`src/design/jse_pkg.sv`:
```
// Shared types, constants and helper functions for the JSON string escaper.
// No dependencies; every other file of the block refers to this package.
`timescale 1ns / 1ps
`default_nettype none

package jse_pkg;

   // Characters that appear in escape sequences
   localparam logic [7:0] CHAR_BSLASH = 8'h5C;
   localparam logic [7:0] CHAR_DQUOTE = 8'h22;
   localparam logic [7:0] CHAR_SQUOTE = 8'h27;
   localparam logic [7:0] CHAR_SPACE  = 8'h20;
   localparam logic [7:0] CHAR_DEL    = 8'h7F;
   localparam logic [7:0] CHAR_U      = 8'h75;
   localparam logic [7:0] CHAR_ZERO   = 8'h30;
   localparam logic [7:0] CHAR_LOWA   = 8'h61;
   localparam logic [7:0] CHAR_B      = 8'h62;
   localparam logic [7:0] CHAR_F      = 8'h66;
   localparam logic [7:0] CHAR_N      = 8'h6E;
   localparam logic [7:0] CHAR_R      = 8'h72;
   localparam logic [7:0] CHAR_T      = 8'h74;
   localparam logic [7:0] CTRL_MAX    = 8'h1F;

   // Control bytes with short escapes
   localparam logic [7:0] CTRL_BS = 8'h08;
   localparam logic [7:0] CTRL_HT = 8'h09;
   localparam logic [7:0] CTRL_LF = 8'h0A;
   localparam logic [7:0] CTRL_FF = 8'h0C;
   localparam logic [7:0] CTRL_CR = 8'h0D;

   // Longest escape sequence and the index width that walks it
   localparam int MAX_SEQ   = 6;
   localparam int SEQ_IDX_W = $clog2(MAX_SEQ);

   // Default depth of the queue between front and back
   localparam int QUEUE_DEPTH = 4;

   // Register file
   localparam int CSR_ADDR_W = 4;
   localparam int CSR_DATA_W = 32;
   localparam logic [1:0] REG_SQL_QUOTE_DOUBLE = 2'd0;
   localparam logic [1:0] REG_STRIP_SPACES     = 2'd1;
   localparam logic [1:0] REG_ESCAPE_DEL       = 2'd2;

   typedef enum logic [1:0] {
      KIND_PASS,    // byte as is
      KIND_DOUBLE,  // doubled single quote
      KIND_SHORT,   // backslash + one char held in data
      KIND_UNI      // backslash u 0 0 hex hex of data
   } kind_type;

   typedef struct packed {
      kind_type   kind;
      logic [7:0] data;
   } entry_type;

   typedef struct packed {
      logic sql_quote_double;
      logic strip_spaces;
      logic escape_del;
   } cfg_type;

   // Index of the final byte of a sequence
   function automatic logic [SEQ_IDX_W-1:0] last_idx(input kind_type kind);
      logic [SEQ_IDX_W-1:0] res;
      begin
         unique case (kind)
            KIND_PASS:   res = SEQ_IDX_W'(0);
            KIND_DOUBLE: res = SEQ_IDX_W'(1);
            KIND_SHORT:  res = SEQ_IDX_W'(1);
            KIND_UNI:    res = SEQ_IDX_W'(MAX_SEQ - 1);
            default:     res = SEQ_IDX_W'(0);
         endcase
         return res;
      end
   endfunction

   // Lowercase hex digit of a nibble
   function automatic logic [7:0] hex_digit(input logic [3:0] nib);
      begin
         if (nib < 4'd10) begin
            return CHAR_ZERO + {4'd0, nib};
         end else begin
            return CHAR_LOWA + {4'd0, nib} - 8'd10;
         end
      end
   endfunction

endpackage

`default_nettype wire

```
`src/design/jse_front.sv`:
```
// Front end: classifies one accepted byte into a queue entry or drops it.
// Depends on jse_pkg.
`timescale 1ns / 1ps
`default_nettype none

module jse_front (
   input  wire logic              req_valid,
   input  wire logic [7:0]        req_in_byte,
   input  wire logic              queue_full,
   input  wire jse_pkg::cfg_type  cfg,
   output logic                   req_stall,
   output logic                   push,
   output jse_pkg::entry_type     push_entry
);

   logic drop;

   always_comb begin
      req_stall = queue_full;
      drop = cfg.strip_spaces && (req_in_byte == jse_pkg::CHAR_SPACE);
      push = req_valid && !queue_full && !drop;

      push_entry.data = req_in_byte;
      push_entry.kind = jse_pkg::KIND_PASS;
      if (cfg.sql_quote_double && (req_in_byte == jse_pkg::CHAR_SQUOTE)) begin
         push_entry.kind = jse_pkg::KIND_DOUBLE;
      end else begin
         case (req_in_byte)
            jse_pkg::CHAR_DQUOTE: begin
               push_entry.kind = jse_pkg::KIND_SHORT;
               push_entry.data = jse_pkg::CHAR_DQUOTE;
            end
            jse_pkg::CHAR_BSLASH: begin
               push_entry.kind = jse_pkg::KIND_SHORT;
               push_entry.data = jse_pkg::CHAR_BSLASH;
            end
            jse_pkg::CTRL_BS: begin
               push_entry.kind = jse_pkg::KIND_SHORT;
               push_entry.data = jse_pkg::CHAR_B;
            end
            jse_pkg::CTRL_FF: begin
               push_entry.kind = jse_pkg::KIND_SHORT;
               push_entry.data = jse_pkg::CHAR_F;
            end
            jse_pkg::CTRL_LF: begin
               push_entry.kind = jse_pkg::KIND_SHORT;
               push_entry.data = jse_pkg::CHAR_N;
            end
            jse_pkg::CTRL_CR: begin
               push_entry.kind = jse_pkg::KIND_SHORT;
               push_entry.data = jse_pkg::CHAR_R;
            end
            jse_pkg::CTRL_HT: begin
               push_entry.kind = jse_pkg::KIND_SHORT;
               push_entry.data = jse_pkg::CHAR_T;
            end
            default: begin
               if ((req_in_byte <= jse_pkg::CTRL_MAX) ||
                   (cfg.escape_del && (req_in_byte == jse_pkg::CHAR_DEL))) begin
                  push_entry.kind = jse_pkg::KIND_UNI;
               end
            end
         endcase
      end
   end

endmodule

`default_nettype wire

```
`src/design/jse_queue.sv`:
```
// Small first-in first-out queue of classified entries between front and back.
// Depends on jse_pkg for the entry type.
`timescale 1ns / 1ps
`default_nettype none

module jse_queue #(
   parameter int Depth = jse_pkg::QUEUE_DEPTH
) (
   input  wire logic                clock,
   input  wire logic                reset,
   input  wire logic                push,
   input  wire jse_pkg::entry_type  push_entry,
   input  wire logic                pop,
   output logic                     full,
   output logic                     empty,
   output jse_pkg::entry_type       head
);

   localparam int PtrW = $clog2(Depth);
   localparam int CntW = $clog2(Depth + 1);

   jse_pkg::entry_type slots_ff [Depth];
   logic [PtrW-1:0] wr_ptr_ff, wr_ptr_in;
   logic [PtrW-1:0] rd_ptr_ff, rd_ptr_in;
   logic [CntW-1:0] count_ff, count_in;

   function automatic logic [PtrW-1:0] wrap_inc(input logic [PtrW-1:0] p);
      begin
         return (p == PtrW'(Depth - 1)) ? '0 : p + PtrW'(1);
      end
   endfunction

   always_comb begin
      full  = (count_ff == CntW'(Depth));
      empty = (count_ff == '0);
      head  = slots_ff[rd_ptr_ff];

      wr_ptr_in = push ? wrap_inc(wr_ptr_ff) : wr_ptr_ff;
      rd_ptr_in = pop ? wrap_inc(rd_ptr_ff) : rd_ptr_ff;
      count_in  = count_ff;
      if (push && !pop) begin
         count_in = count_ff + CntW'(1);
      end else if (pop && !push) begin
         count_in = count_ff - CntW'(1);
      end
   end

   always_ff @(posedge clock) begin
      if (reset) begin
         wr_ptr_ff <= '0;
         rd_ptr_ff <= '0;
         count_ff  <= '0;
      end else begin
         wr_ptr_ff <= wr_ptr_in;
         rd_ptr_ff <= rd_ptr_in;
         count_ff  <= count_in;
      end
   end

   always_ff @(posedge clock) begin
      if (push) begin
         slots_ff[wr_ptr_ff] <= push_entry;
      end
   end

endmodule

`default_nettype wire

```
`src/design/jse_back.sv`:
```
// Back end: walks the head entry byte by byte into the output register.
// Depends on jse_pkg.
`timescale 1ns / 1ps
`default_nettype none

module jse_back (
   input  wire logic                clock,
   input  wire logic                reset,
   input  wire logic                empty,
   input  wire jse_pkg::entry_type  head,
   output logic                     pop,
   input  wire logic                rsp_stall,
   output logic                     rsp_valid,
   output logic [7:0]               rsp_out_byte,
   output logic                     rsp_last_of_run
);

   logic [jse_pkg::SEQ_IDX_W-1:0] idx_ff, idx_in;
   logic                          valid_ff, valid_in;
   logic [7:0]                    byte_ff, byte_in;
   logic                          last_ff, last_in;
   logic                          load;
   logic                          is_last;
   logic [7:0]                    cur_byte;

   always_comb begin
      is_last = (idx_ff == jse_pkg::last_idx(head.kind));

      unique case (head.kind)
         jse_pkg::KIND_PASS:   cur_byte = head.data;
         jse_pkg::KIND_DOUBLE: cur_byte = jse_pkg::CHAR_SQUOTE;
         jse_pkg::KIND_SHORT:  cur_byte = (idx_ff == '0) ? jse_pkg::CHAR_BSLASH : head.data;
         jse_pkg::KIND_UNI: begin
            case (idx_ff)
               3'd0:    cur_byte = jse_pkg::CHAR_BSLASH;
               3'd1:    cur_byte = jse_pkg::CHAR_U;
               3'd4:    cur_byte = jse_pkg::hex_digit(head.data[7:4]);
               3'd5:    cur_byte = jse_pkg::hex_digit(head.data[3:0]);
               default: cur_byte = jse_pkg::CHAR_ZERO;
            endcase
         end
         default: cur_byte = head.data;
      endcase

      // Load the output register when an entry waits and the register is free or being drained this cycle
      load = !empty && (!valid_ff || !rsp_stall);
      pop  = load && is_last;

      idx_in   = idx_ff;
      valid_in = valid_ff;
      byte_in  = byte_ff;
      last_in  = last_ff;
      if (load) begin
         idx_in   = is_last ? '0 : idx_ff + jse_pkg::SEQ_IDX_W'(1);
         valid_in = 1'b1;
         byte_in  = cur_byte;
         last_in  = is_last;
      end else if (!rsp_stall) begin
         valid_in = 1'b0;
      end
   end

   always_ff @(posedge clock) begin
      if (reset) begin
         idx_ff   <= '0;
         valid_ff <= 1'b0;
      end else begin
         idx_ff   <= idx_in;
         valid_ff <= valid_in;
      end
      byte_ff <= byte_in;
      last_ff <= last_in;
   end

   assign rsp_valid       = valid_ff;
   assign rsp_out_byte    = byte_ff;
   assign rsp_last_of_run = last_ff;

endmodule

`default_nettype wire

```
`src/design/json_string_escaper.sv`:
```
// Top level of the JSON string escaper: register file, front, queue and back.
// Depends on jse_pkg, jse_front, jse_queue and jse_back.
//
// Escapes a byte stream for use inside a JSON string. Each beat accepted on
// the req_ channel is one raw byte; the rsp_ channel returns its escaped form
// one byte per beat, with rsp_last_of_run marking the final byte of each run.
// Quote and backslash become a backslash pair, backspace, form feed, newline,
// return and tab become short escapes, other control bytes and (optionally)
// DEL become a six-byte \u00xx escape with lowercase hex, and bytes 0x80-0xFF
// pass unchanged. With strip_spaces set a space yields no beat at all; with
// sql_quote_double set a single quote yields two. Rate, while rsp_stall is
// low: the back end issues one output byte per cycle, so an n-byte escape
// (1, 2 or 6) leaves as n consecutive bytes and plain bytes stream at one
// per cycle. A queue of QueueDepth entries lets the input keep accepting
// while an escape drains; req_stall rises only when that queue is full.
// Each byte is queued, then registered at the output. Configuration registers
// sit at byte addresses 0, 4 and 8 (sql_quote_double, strip_spaces,
// escape_del, bit 0 of each); write them only while the block is idle.
`timescale 1ns / 1ps
`default_nettype none

module json_string_escaper #(
   parameter int QueueDepth = jse_pkg::QUEUE_DEPTH
) (
   input  wire logic                            clock,
   input  wire logic                            reset,
   // input channel
   input  wire logic                            req_valid,
   output logic                                 req_stall,
   input  wire logic [7:0]                      req_in_byte,
   // result channel
   output logic                                 rsp_valid,
   input  wire logic                            rsp_stall,
   output logic [7:0]                           rsp_out_byte,
   output logic                                 rsp_last_of_run,
   // configuration port
   input  wire logic                            psel,
   input  wire logic                            penable,
   input  wire logic                            pwrite,
   input  wire logic [jse_pkg::CSR_ADDR_W-1:0]  paddr,
   input  wire logic [jse_pkg::CSR_DATA_W-1:0]  pwdata,
   output logic [jse_pkg::CSR_DATA_W-1:0]       prdata,
   output logic                                 pready
);

   jse_pkg::cfg_type   cfg_ff, cfg_in;
   logic               cfg_write;
   logic [1:0]         reg_idx;
   logic               push, pop, queue_full, queue_empty;
   jse_pkg::entry_type push_entry, head;

   // ---------------------------------------------------------------------
   // Register file: the write lands on the access cycle, reads are combinational
   // ---------------------------------------------------------------------
   assign pready    = 1'b1;
   assign reg_idx   = paddr[3:2];
   assign cfg_write = psel && penable && pwrite && pready;

   always_comb begin
      cfg_in = cfg_ff;
      prdata = '0;
      unique case (reg_idx)
         jse_pkg::REG_SQL_QUOTE_DOUBLE: begin
            prdata[0] = cfg_ff.sql_quote_double;
            if (cfg_write) begin
               cfg_in.sql_quote_double = pwdata[0];
            end
         end
         jse_pkg::REG_STRIP_SPACES: begin
            prdata[0] = cfg_ff.strip_spaces;
            if (cfg_write) begin
               cfg_in.strip_spaces = pwdata[0];
            end
         end
         jse_pkg::REG_ESCAPE_DEL: begin
            prdata[0] = cfg_ff.escape_del;
            if (cfg_write) begin
               cfg_in.escape_del = pwdata[0];
            end
         end
         default: begin
            // no register here: drop the write, read back zero
         end
      endcase
   end

   always_ff @(posedge clock) begin
      if (reset) begin
         cfg_ff.sql_quote_double <= 1'b0;
         cfg_ff.strip_spaces     <= 1'b0;
         cfg_ff.escape_del       <= 1'b1;
      end else begin
         cfg_ff <= cfg_in;
      end
   end

   // ---------------------------------------------------------------------
   // Front: classify each accepted beat, drop stripped spaces
   // ---------------------------------------------------------------------
   jse_front u_front (
      .req_valid   (req_valid),
      .req_in_byte (req_in_byte),
      .queue_full  (queue_full),
      .cfg         (cfg_ff),
      .req_stall   (req_stall),
      .push        (push),
      .push_entry  (push_entry)
   );

   // ---------------------------------------------------------------------
   // Queue: hold classified entries while the back end expands an escape
   // ---------------------------------------------------------------------
   jse_queue #(
      .Depth (QueueDepth)
   ) u_queue (
      .clock      (clock),
      .reset      (reset),
      .push       (push),
      .push_entry (push_entry),
      .pop        (pop),
      .full       (queue_full),
      .empty      (queue_empty),
      .head       (head)
   );

   // ---------------------------------------------------------------------
   // Back: while rsp_stall is low, advance through the head entry one output byte per cycle
   // ---------------------------------------------------------------------
   jse_back u_back (
      .clock           (clock),
      .reset           (reset),
      .empty           (queue_empty),
      .head            (head),
      .pop             (pop),
      .rsp_stall       (rsp_stall),
      .rsp_valid       (rsp_valid),
      .rsp_out_byte    (rsp_out_byte),
      .rsp_last_of_run (rsp_last_of_run)
   );

endmodule

`default_nettype wire

```
`config.mk`:
```
export PLATFORM = sky130hd
export DESIGN_NAME = json_string_escaper
export DESIGN_NICKNAME = d
export VERILOG_FILES = /design/src/design/jse_pkg.sv /design/src/design/jse_front.sv /design/src/design/jse_queue.sv /design/src/design/jse_back.sv /design/src/design/json_string_escaper.sv
export SDC_FILE = /design/constraint.sdc
export NUM_CORES = 1
export LEC_CHECK = 0
export ABC_AREA = 1
export BUFFER_PORTS_ARGS = -buffer_cell sky130_fd_sc_hd__buf_2
export CORE_MARGIN = 5
export CORE_UTILIZATION = 54
export CTS_BUF_LIST = sky130_fd_sc_hd__clkbuf_16
export DETAILED_ROUTE_END_ITERATION = 6
export PLACE_DENSITY = 0.93
export SETUP_SLACK_MARGIN = 0.02
export SLEW_MARGIN = 20
export SYNTH_ARGS = -nofsm -noshare
export SYNTH_HDL_FRONTEND = slang
export SYNTH_SLANG_ARGS = --single-unit
export TNS_END_PERCENT = 50
```
`constraint.sdc`:
```
create_clock -name clock -period 3.2 [get_ports clock]
set_input_delay 0.48 -clock clock [delete_from_list [all_inputs] [get_ports clock]]
set_output_delay 0.48 -clock clock [all_outputs]
set_load 0.01 [all_outputs]
```
==> out/qor.yml, run 1 <==
worstSetupPathType: "reg2reg"
postCtsSetupRepairBufs: 0
via_per_inst: 5.16
die_w_um: 93.8
cts_tree: "built"
coreArea_um2: 6830
synth_edf_count: 49
setup_slack_ns: 0.544
io_buffers: 29
fmax_mhz: 376
fin_skew_ns: 0.00674
pre_cts_ws_ns: 0.589
nets: 517
diodes: 0
r2r_end: "u_queue.count_ff[2]"
postLayoutCoreUtil_pct: 62.5
drv_slew: 0
fin_setup_tns_ns: 0
worstHoldPathCells: 2
clock-sinks: 65
htree_levels: 3
outcome: "completed"
wl_per_cell_um: 13.6
rr_worst_depth: 16
path_clk_slew_ns: 0.06
ys_ff_latch: 65
critPathCaptureType: "register"
p_per_area_nw_per_um2: 808
async_flop_share_pct: 0
drive_above_1_share_pct: 20.9
die_h_um: 93.8
synthMuxAreaShare_pct: 0
grt_max_degree: 21
ys_seq_area_share_pct: 47.2
relSlewSlack_pct: 66.2
min_period_over_period_pct: 83.0
worstHoldStart: "reset"
layout_min_cycle_time_ns: 2.66
dr.pass1.iters: 5
cp.arrival_ns: 2.92
rsz0062_at_grt: "false"
synth_common_cells: "nand2_1, edfxtp_1, inv_1"
yosys-top-cells-area: "edfxtp_1, dfxtp_1, nand2_1"
synth.largest_area_cell: "edfxtp_1"
root_buffer: "clkbuf_16"
drtIter0Drc: 204
place_hpwl_mm: 5.53
hold_path.class: "in2reg"
p_leak_uw: 0.00190
required_ns: 3.46
drc: 0
grt_pass1_vias: 2799
synth_top_cell_area_share_pct: 38.8
hold_violations: 0
synth_cell_types: 44
drt-total-wl_mm: 7.55
maxCapViolCount: 0
rows: 30
hold_end: "u_queue.wr_ptr_ff[0]"
syn_area_per_cell_um2: 9.13
syn_inst: 416
worst_slew_pin_slew_ns: 0.501
vias: 2863
synth_top_family_by_area: "simple AND/OR/NAND/NOR gates"
r2r_setup_slack_ns: 0.54
die_area_um2: 8810
cts_resized: 0
antenna_left: 0
synth_adder_area_share_pct: 4.15
grt_pass1_wl_mm: 12.4
cts_buffers: 9
synth_compound_area_share_pct: 8.11
start_util_pct: 55.6
cp_max_fo: 20
peakVddDrop_uv: 341
synthFlopType: "edfxtp_1"
synth-simple-area-share_pct: 26.2
synthesis.area_um2: 3800
critPathLaunchType: "register"
setup_viol_count_final: 0
clock_path_buffers: 2
grt_usage_pct: 18.2
area_delta_synth_final_pct: 12.5
num_io_pins: 95
synth_most_common_cell: "nand2_1"
grt-ovfl-total: 0
place_congestion: 0.853
synth-xor-area-share_pct: 0.956
hold_buffers: 0
antenna_found_initial: 0
clk_latency_ns: 0.33
yosys_warnings: 0
-- worst max path at each step --
stage / endpoint / slack [ns] / cells after the start
after floorplan: u_queue.count_ff[2] / 0.93 / 18
after global placement: u_queue.count_ff[2] / 0.67 / 16
after detailed placement: u_queue.count_ff[2] / 0.59 / 16
after CTS: u_queue.count_ff[2] / 0.54 / 16
after global routing: u_queue.count_ff[2] / 0.32 / 16
final: u_queue.count_ff[2] / 0.54 / 16
-- routing by layer --
metal | vias to the layer above | track usage, % | share of wire (%)
met5 | - | 0 | 0
met4 | 0 | 9.15 | 2.1
met3 | 16 | 4.57 | 5.4
met2 | 99 | 32.3 | 53
met1 | 1341 | 20.1 | 39
li1 | 1407 | - | -
-- registers in the layout (all words and copies together) (netlist names), named ones only --
signal	count
u_back.rsp_last_of_run	1
u_back.rsp_valid	1
u_back.rsp_out_byte	8
u_back.idx_ff	3
u_queue.slots_ff	40
u_queue.rd_ptr_ff	2
u_queue.wr_ptr_ff	2
cfg_ff	3
u_queue.count_ff	3
-- per-stage QoR --
step | instances | hold WS [ns] | total power (uW) | cell area (um^2)
after floorplan | 446 | 0.463 | 2080 | 3910
after global placement | 539 | 0.494 | 2260 | 3920
after detailed placement | 539 | 0.501 | 2330 | 3920
after CTS | 555 | 0.356 | 3470 | 4270
after global routing | 555 | 0.369 | 3660 | 4270
final | 555 | 0.365 | 3450 | 4270
-- critical path: stages, from the launching register on --
cell     delay (ns)
dfxtp_1        0.35
buf_4          0.25
nand2_1        0.09
nand3_2        0.11
nand2_4        0.13
nor2_8         0.19
xor2_4         0.21
nor2_4         0.07
nand2_4        0.07
ha_1           0.15
inv_1          0.08
fa_1           0.45
nor2_1         0.11
nor2_1         0.04
nand2_1        0.07
o21ai_0        0.08
a21oi_1        0.13
-- where the power goes --
part | switching, uW | internal (uW)
clock network | 351 | 776
logic | 771 | 380
registers | 61.3 | 1110
-- logic make-up after synthesis --
group | after synthesis
simple gates | 197
buf+inv | 88
flops | 65
compound gates | 50
fa+ha+maj | 12
xor+xnor | 2
other cells | 2
-- cells in the final DEF (no fill, tap or decap), types with 2 or more instances in the layout --
master	n
nand2_1	79
edfxtp_1	49
inv_1	45
nor2_1	35
conb_1	32
nand3_1	30
buf_2	29
a21oi_1	17
dfxtp_1	16
o21ai_0	14
nand2_2	13
nor3_1	12
ha_1	11
clkbuf_16	11
nand3_2	9
buf_4	8
nand2_4	4
inv_2	3
o21ai_1	3
a31oi_1	3
nor2_4	2
o211ai_2	2
nand4_1	2
a21oi_2	2
or2_2	2
o31ai_1	2
nor4_1	2
bufinv_16	2
-- layout make-up --
class / count / area, um^2
clock buffers: 11 / 275
clock inverters: 5 / 78.8
fillers: 579 / 2560
inverters: 48 / 180
multi-input cells: 293 / 1620
flip-flops and latches: 65 / 1790
well taps: 96 / 120
repair buffers: 37 / 205
(Power assumes the default switching activity.)
==> inputs of run 2 (changes only) <==
ABC_AREA = 0   (was 1)
CORE_UTILIZATION = 48   (was 54)
PLACE_DENSITY = 0.89   (was 0.93)
clock period = 2.44 ns   (was 3.2 ns; I/O delays follow)
==> run 2 against run 1 <==
The flow now finishes with violations (negative setup slack); sequential power rose by 34%; total power rose by 30%; via count fell by 13%; die area rose by 5.2%; register-to-register slack got worse by 0.84 ns; synthesized cell count fell by 25%; sequential share of layout area rose by 1.8 points; first-iteration DRC count fell by 34%; critical path depth fell by 6; critical endpoint unchanged; largest power group is now combinational logic.
==> out/qor.yml, run 2 <==
maxCapViolCount: 0
drc: 0
crit_family: "simple AND/OR/NAND/NOR gates"
fin_skew_ns: 0.00408
power.total_uw: 4500
hold_buffers: 0
synth_top_cell_area_share_pct: 41.2
clk_latency_ns: 0.33
wl_per_cell_um: 15.1
pre_cts_ws_ns: -0.413
cpMostUsedCell: "inv_2"
p_per_area_nw_per_um2: 1100
crit_path_top_delay_cell: "mux4_2"
outcome: "finished, violations left"
largest_reg_flops: 40
hold_violations: 0
synth.largest_area_cell: "edfxtp_1"
critPathLaunchType: "register"
cp.depth: 10
grt-ovfl-total: 0
drive_above_1_share_pct: 22.8
dr.pass1.iters: 4
hold_path.class: "in2reg"
grt_usage_pct: 16.3
num_io_pins: 95
nets: 422
yosys-top-cells-area: "edfxtp_1, dfxtp_1, buf_4"
syn_area_per_cell_um2: 11.5
critPathCaptureType: "register"
setup_slack_ns: -0.301
cp_max_fo: 3
min_period_over_period_pct: 112
grt_pass1_vias: 2446
r2r_setup_slack_ns: -0.30
synthesis.area_um2: 3570
antenna_left: 0
violations: "negative setup slack"
async_flop_share_pct: 0
place_hpwl_mm: 5.01
layout_commonest_cell: "edfxtp_1"
clock_path_buffers: 2
grt_pass1_wl_mm: 11.3
clock-sinks: 65
area_delta_synth_final_pct: 14.9
drt-total-wl_mm: 6.97
synth_most_common_cell: "edfxtp_1"
antenna_found_initial: 0
die_w_um: 96.3
peakVddDrop_uv: 449
grt_max_degree: 17
synthFlopType: "edfxtp_1"
hold_end: "cfg_ff[1]"
worstSetupPathType: "reg2reg"
cp_num_buf_inv: 2
postLayoutCoreUtil_pct: 56.6
worstHoldStart: "pwdata[0]"
setup_viol_count_final: 2
die_area_um2: 9260
io_buffers: 29
p_leak_uw: 0.00160
diodes: 0
die_h_um: 96.3
synth_common_cells: "edfxtp_1, buf_4, a21oi_1"
synth_edf_count: 49
rr_worst_depth: 10
r2r_end: "u_queue.count_ff[2]"
slowest_delay_ns: 0.58
worstHoldPathCells: 3
vias: 2491
rows: 31
syn_inst: 311
drtIter0Drc: 134
path_clk_slew_ns: 0.05
required_ns: 2.71
place_congestion: 0.890
via_per_inst: 5.38
root_buffer: "clkbuf_16"
rsz0062_at_grt: "true"
fmax_mhz: 365
layout_min_cycle_time_ns: 2.74
worst_slew_pin_slew_ns: 0.541
ys_ff_latch: 65
cts_buffers: 9
cp.arrival_ns: 3.01
synth_cell_types: 52
cts_tree: "built"
ys_seq_area_share_pct: 50.2
yosys_warnings: 0
drv_slew: 0
htree_levels: 3
final_cell_mix: "edfxtp_1, conb_1, buf_2"
crit_chain: "mux4_2 > or4_4 > a31oi_4 > inv_2 > ha_4 > inv_2 > fa_2 > xor2_1 > or3_1 > a21oi_1"
relSlewSlack_pct: 64.0
regMostFlops: "u_queue.slots_ff"
start_util_pct: 49.2
coreArea_um2: 7250
run 2: cell count changes after synthesis, sizes merged, moves of 4 or more:
cell and change:
and2 +6, and4b +4, buf -5, clkbuf +9
inv -33, mux2i +8, mux4 +10, nand2 -80
nand3 -32, nor2 -20, nor2b +6, nor3 -4
o21ai -4
run 2: worst max-delay path by stage:
stage | endpoint | start | slack (ns)
floorplan | u_queue.count_ff[2] | register | -0.36
global placement | u_queue.count_ff[2] | register | -0.32
detailed placement | u_queue.count_ff[2] | register | -0.41
CTS | u_queue.count_ff[2] | register | -0.33
global route | u_queue.count_ff[2] | register | -0.38
finish | u_queue.count_ff[2] | register | -0.30
run 2: cell families after synthesis:
group                    Yosys count  synth area share, %
adder cells (fa/ha/maj)           12                 4.41
AO/OA/AOI/OAI                     59                 10.5
AND/OR/NAND/NOR                   90                 13.8
XOR/XNOR                           5                 1.23
other                              2                0.210
multiplexers                      19                 9.71
flip-flops                        65                 50.2
buffers and inverters             59                 10.0
run 2: what timing repair did:
| action | 4_1_cts | 5_1_grt |
|---|---|---|
| endpoints found under the setup margin | 3 | 6 |
| buffers inserted | 2 | 2 |
| gates resized for setup | 7 | 3 |
| gates cloned | 0 | 0 |
| pin swaps | 5 | 3 |
run 2: power breakdown:
part / switching (uW) / leakage, uW / internal, uW
Clock: 456 / 0.000126 / 672
Sequential: 89.0 / 0.000586 / 1480
Combinational: 1020 / 0.000885 / 776
Total: 1570 / 0.00160 / 2930
run 2: routing by layer:
| layer | up-vias | GRT usage (%) | wire, um |
|---|---|---|---|
| li1 | 1180 | - | - |
| met1 | 1178 | 18.4 | 2770 |
| met2 | 114 | 28.0 | 3480 |
| met3 | 19 | 5.32 | 555 |
| met4 | 0 | 7.46 | 163 |
| met5 | - | 0 | 0 |
run 2: through the flow:
step	cells	setup TNS, ns	instance area [um^2]	hold slack [ns]
2_1_floorplan	341	-0.707	3690	0.443
3_3_place_gp	443	-0.585	3790	0.486
3_5_place_dp	443	-0.861	3790	0.503
4_1_cts	461	-0.598	4100	0.296
5_1_grt	463	-0.755	4100	0.324
6_report	463	-0.564	4100	0.302
run 2: worst min-delay path, cell delays in order:
cell     delay, ns
buf_2         0.10
mux2i_1       0.06
nor2_1        0.07
run 2: final cells by class:
type	instances	area, um^2
Clock inverter	7	37.5
Timing Repair Buffer	51	314
Fill cell	594	3150
Multi-Input combinational cell	217	1550
Clock buffer	9	225
Sequential cell	65	1800
Tap cell	99	124
Inverter	15	56.3
==> inputs of run 3 (changes only) <==
ABC_AREA = 1   (was 0)
PLACE_DENSITY = 0.88   (was 0.89)
==> run 3 against run 2 <==
The flow now finishes without violations; clock skew is 0.0065 ns higher; cell count is 23% higher; via count grew 13%; combinational power shrank 13%; critical path depth increased by 6; global-route usage decreased by 0.71 points; clock power about the same; maximum frequency rose by 22%; count of clock-buffer cells in the layout did not move; critical endpoint unchanged.
==> out/qor.yml, run 3 (same netlist as run 1, synthesis figures left out) <==
regMostFlops: "u_queue.slots_ff"
p_clk_share_pct: 26.3
p_sw_uw: 1530
power.total_uw: 4240
required_ns: 2.70
die_w_um: 98.9
cp_num_buf_inv: 2
io_buffers: 29
diodes: 0
area_delta_synth_final_pct: 12.3
relSlewSlack_pct: 65.3
dr.pass1.iters: 4
cts_tree: "built"
min_period_over_period_pct: 92.3
path_clk_slew_ns: 0.06
place_hpwl_mm: 5.32
grt_usage_pct: 15.6
hold_end: "cfg_ff[1]"
cts_buffers: 9
htree_levels: 3
grt_pass1_vias: 2776
clock-sinks: 65
fmax_mhz: 444
hold_path.class: "in2reg"
drtIter0Drc: 130
drv_slew: 0
layout_commonest_cell: "nand2_1"
coreArea_um2: 7730
intPower_uw: 2700
drt-total-wl_mm: 7.24
p_seq_share_pct: 36.5
postLayoutCoreUtil_pct: 55.2
final_cell_mix: "nand2_1, edfxtp_1, inv_1"
vias: 2817
slowest_delay_ns: 0.40
fillers: 657
die_area_um2: 9790
cp_max_fo: 7
maxCapViolCount: 0
clk_latency_ns: 0.33
layout_min_cycle_time_ns: 2.25
switching_share_pct: 36.2
rows: 32
clock_path_buffers: 2
fin_skew_ns: 0.0106
cp.arrival_ns: 2.51
start_util_pct: 49.1
crit_family: "simple AND/OR/NAND/NOR gates"
grt-ovfl-total: 0
p_leak_uw: 0.00190
rsz0062_at_grt: "true"
hold_slack_ns: 0.254
hold_buffers: 0
crit_chain: "inv_4 > nand2_1 > nand3_1 > nand2_4 > nor2_8 > xor2_4 > nor2_4 > nand2_4 > ha_1 > inv_1 > fa_2 > nor2_1 > nor2_1 > nand2_1 > o21ai_0 > a21oi_1"
r2r_setup_slack_ns: 0.19
place_congestion: 0.981
setup_viol_count_final: 0
r2r_end: "u_queue.count_ff[2]"
rr_worst_depth: 16
p_per_area_nw_per_um2: 994
nets: 526
drc: 0
combinationalPowerShare_pct: 37.2
worstSetupPathType: "reg2reg"
critPathLaunchType: "register"
via_per_inst: 4.94
grt_pass1_wl_mm: 12.3
grt_max_degree: 17
antenna_left: 0
drive_above_1_share_pct: 22.6
worstHoldStart: "reset"
worstHoldPathCells: 2
hold_violations: 0
peakVddDrop_uv: 362
largest_reg_flops: 40
outcome: "completed"
worst_slew_pin_slew_ns: 0.515
crit_path_top_delay_cell: "fa_2"
num_io_pins: 95
die_h_um: 98.9
antenna_found_initial: 0
root_buffer: "clkbuf_16"
critPathCaptureType: "register"
wl_per_cell_um: 12.7
## run 3: how the worst max path moves through the flow
stage,end,cells after the start,startpoint
finish,u_queue.count_ff[2],16,register
detailed placement,u_queue.count_ff[2],16,register
CTS,u_queue.count_ff[2],15,register
global route,u_queue.count_ff[2],17,register
floorplan,u_queue.count_ff[2],18,register
global placement,u_queue.count_ff[2],15,register
## run 3: worst reg2reg max path: stages (launching register included)
cell,delay (ns)
dfxtp_4,0.37
inv_4,0.08
nand2_1,0.05
nand3_1,0.11
nand2_4,0.11
nor2_8,0.12
xor2_4,0.20
nor2_4,0.06
nand2_4,0.06
ha_1,0.13
inv_1,0.07
fa_2,0.40
nor2_1,0.11
nor2_1,0.05
nand2_1,0.07
o21ai_0,0.07
a21oi_1,0.12
## run 3: stage by stage
step                area, um^2  TNS [ns]  setup WS (ns)  std cells
floorplan                 3910         0          0.173        446
global placement          3980         0         0.0491        552
finish                    4260         0          0.188        570
CTS                       4240         0         0.0217        568
global route              4260  -0.00977       -0.00977        570
detailed placement        3980  -0.00627       -0.00627        552
## run 3: what timing repair did
item / in CTS / in global routing
pin swaps: 0 / 1
buffers inserted: 0 / 2
gates resized for setup: 1 / 5
endpoints found under the setup margin: 1 / 2
## run 3: power by group through the flow
| stage | sequential [uW] | clock, uW | combinational, uW |
|---|---|---|---|
| floorplan | 1600 | 0 | 1130 |
| global placement | 1550 | 0 | 1460 |
| detailed placement | 1560 | 0 | 1520 |
| CTS | 1550 | 1130 | 1550 |
| global route | 1570 | 1190 | 1760 |
| finish | 1550 | 1120 | 1570 |
## run 3: final cells by class
| class | count | area (um^2) | share of cell area (%) |
|---|---|---|---|
| flip-flops and latches | 65 | 1800 | 42.1 |
| clock inverters | 7 | 38.8 | 0.910 |
| clock buffers | 9 | 225 | 5.28 |
| well taps | 102 | 128 | 2.99 |
| inverters | 48 | 183 | 4.28 |
| repair buffers | 46 | 273 | 6.40 |
| multi-input cells | 293 | 1620 | 38.0 |
## run 3: metal layers
| metal | global-route usage [%] | wire, um | share of wire (%) |
|---|---|---|---|
| met3 | 4.60 | 426 | 5.9 |
| met5 | 0 | 0 | 0 |
| met4 | 6.20 | 108 | 1.5 |
| met2 | 27.5 | 3720 | 51 |
| met1 | 17.7 | 2980 | 41 |
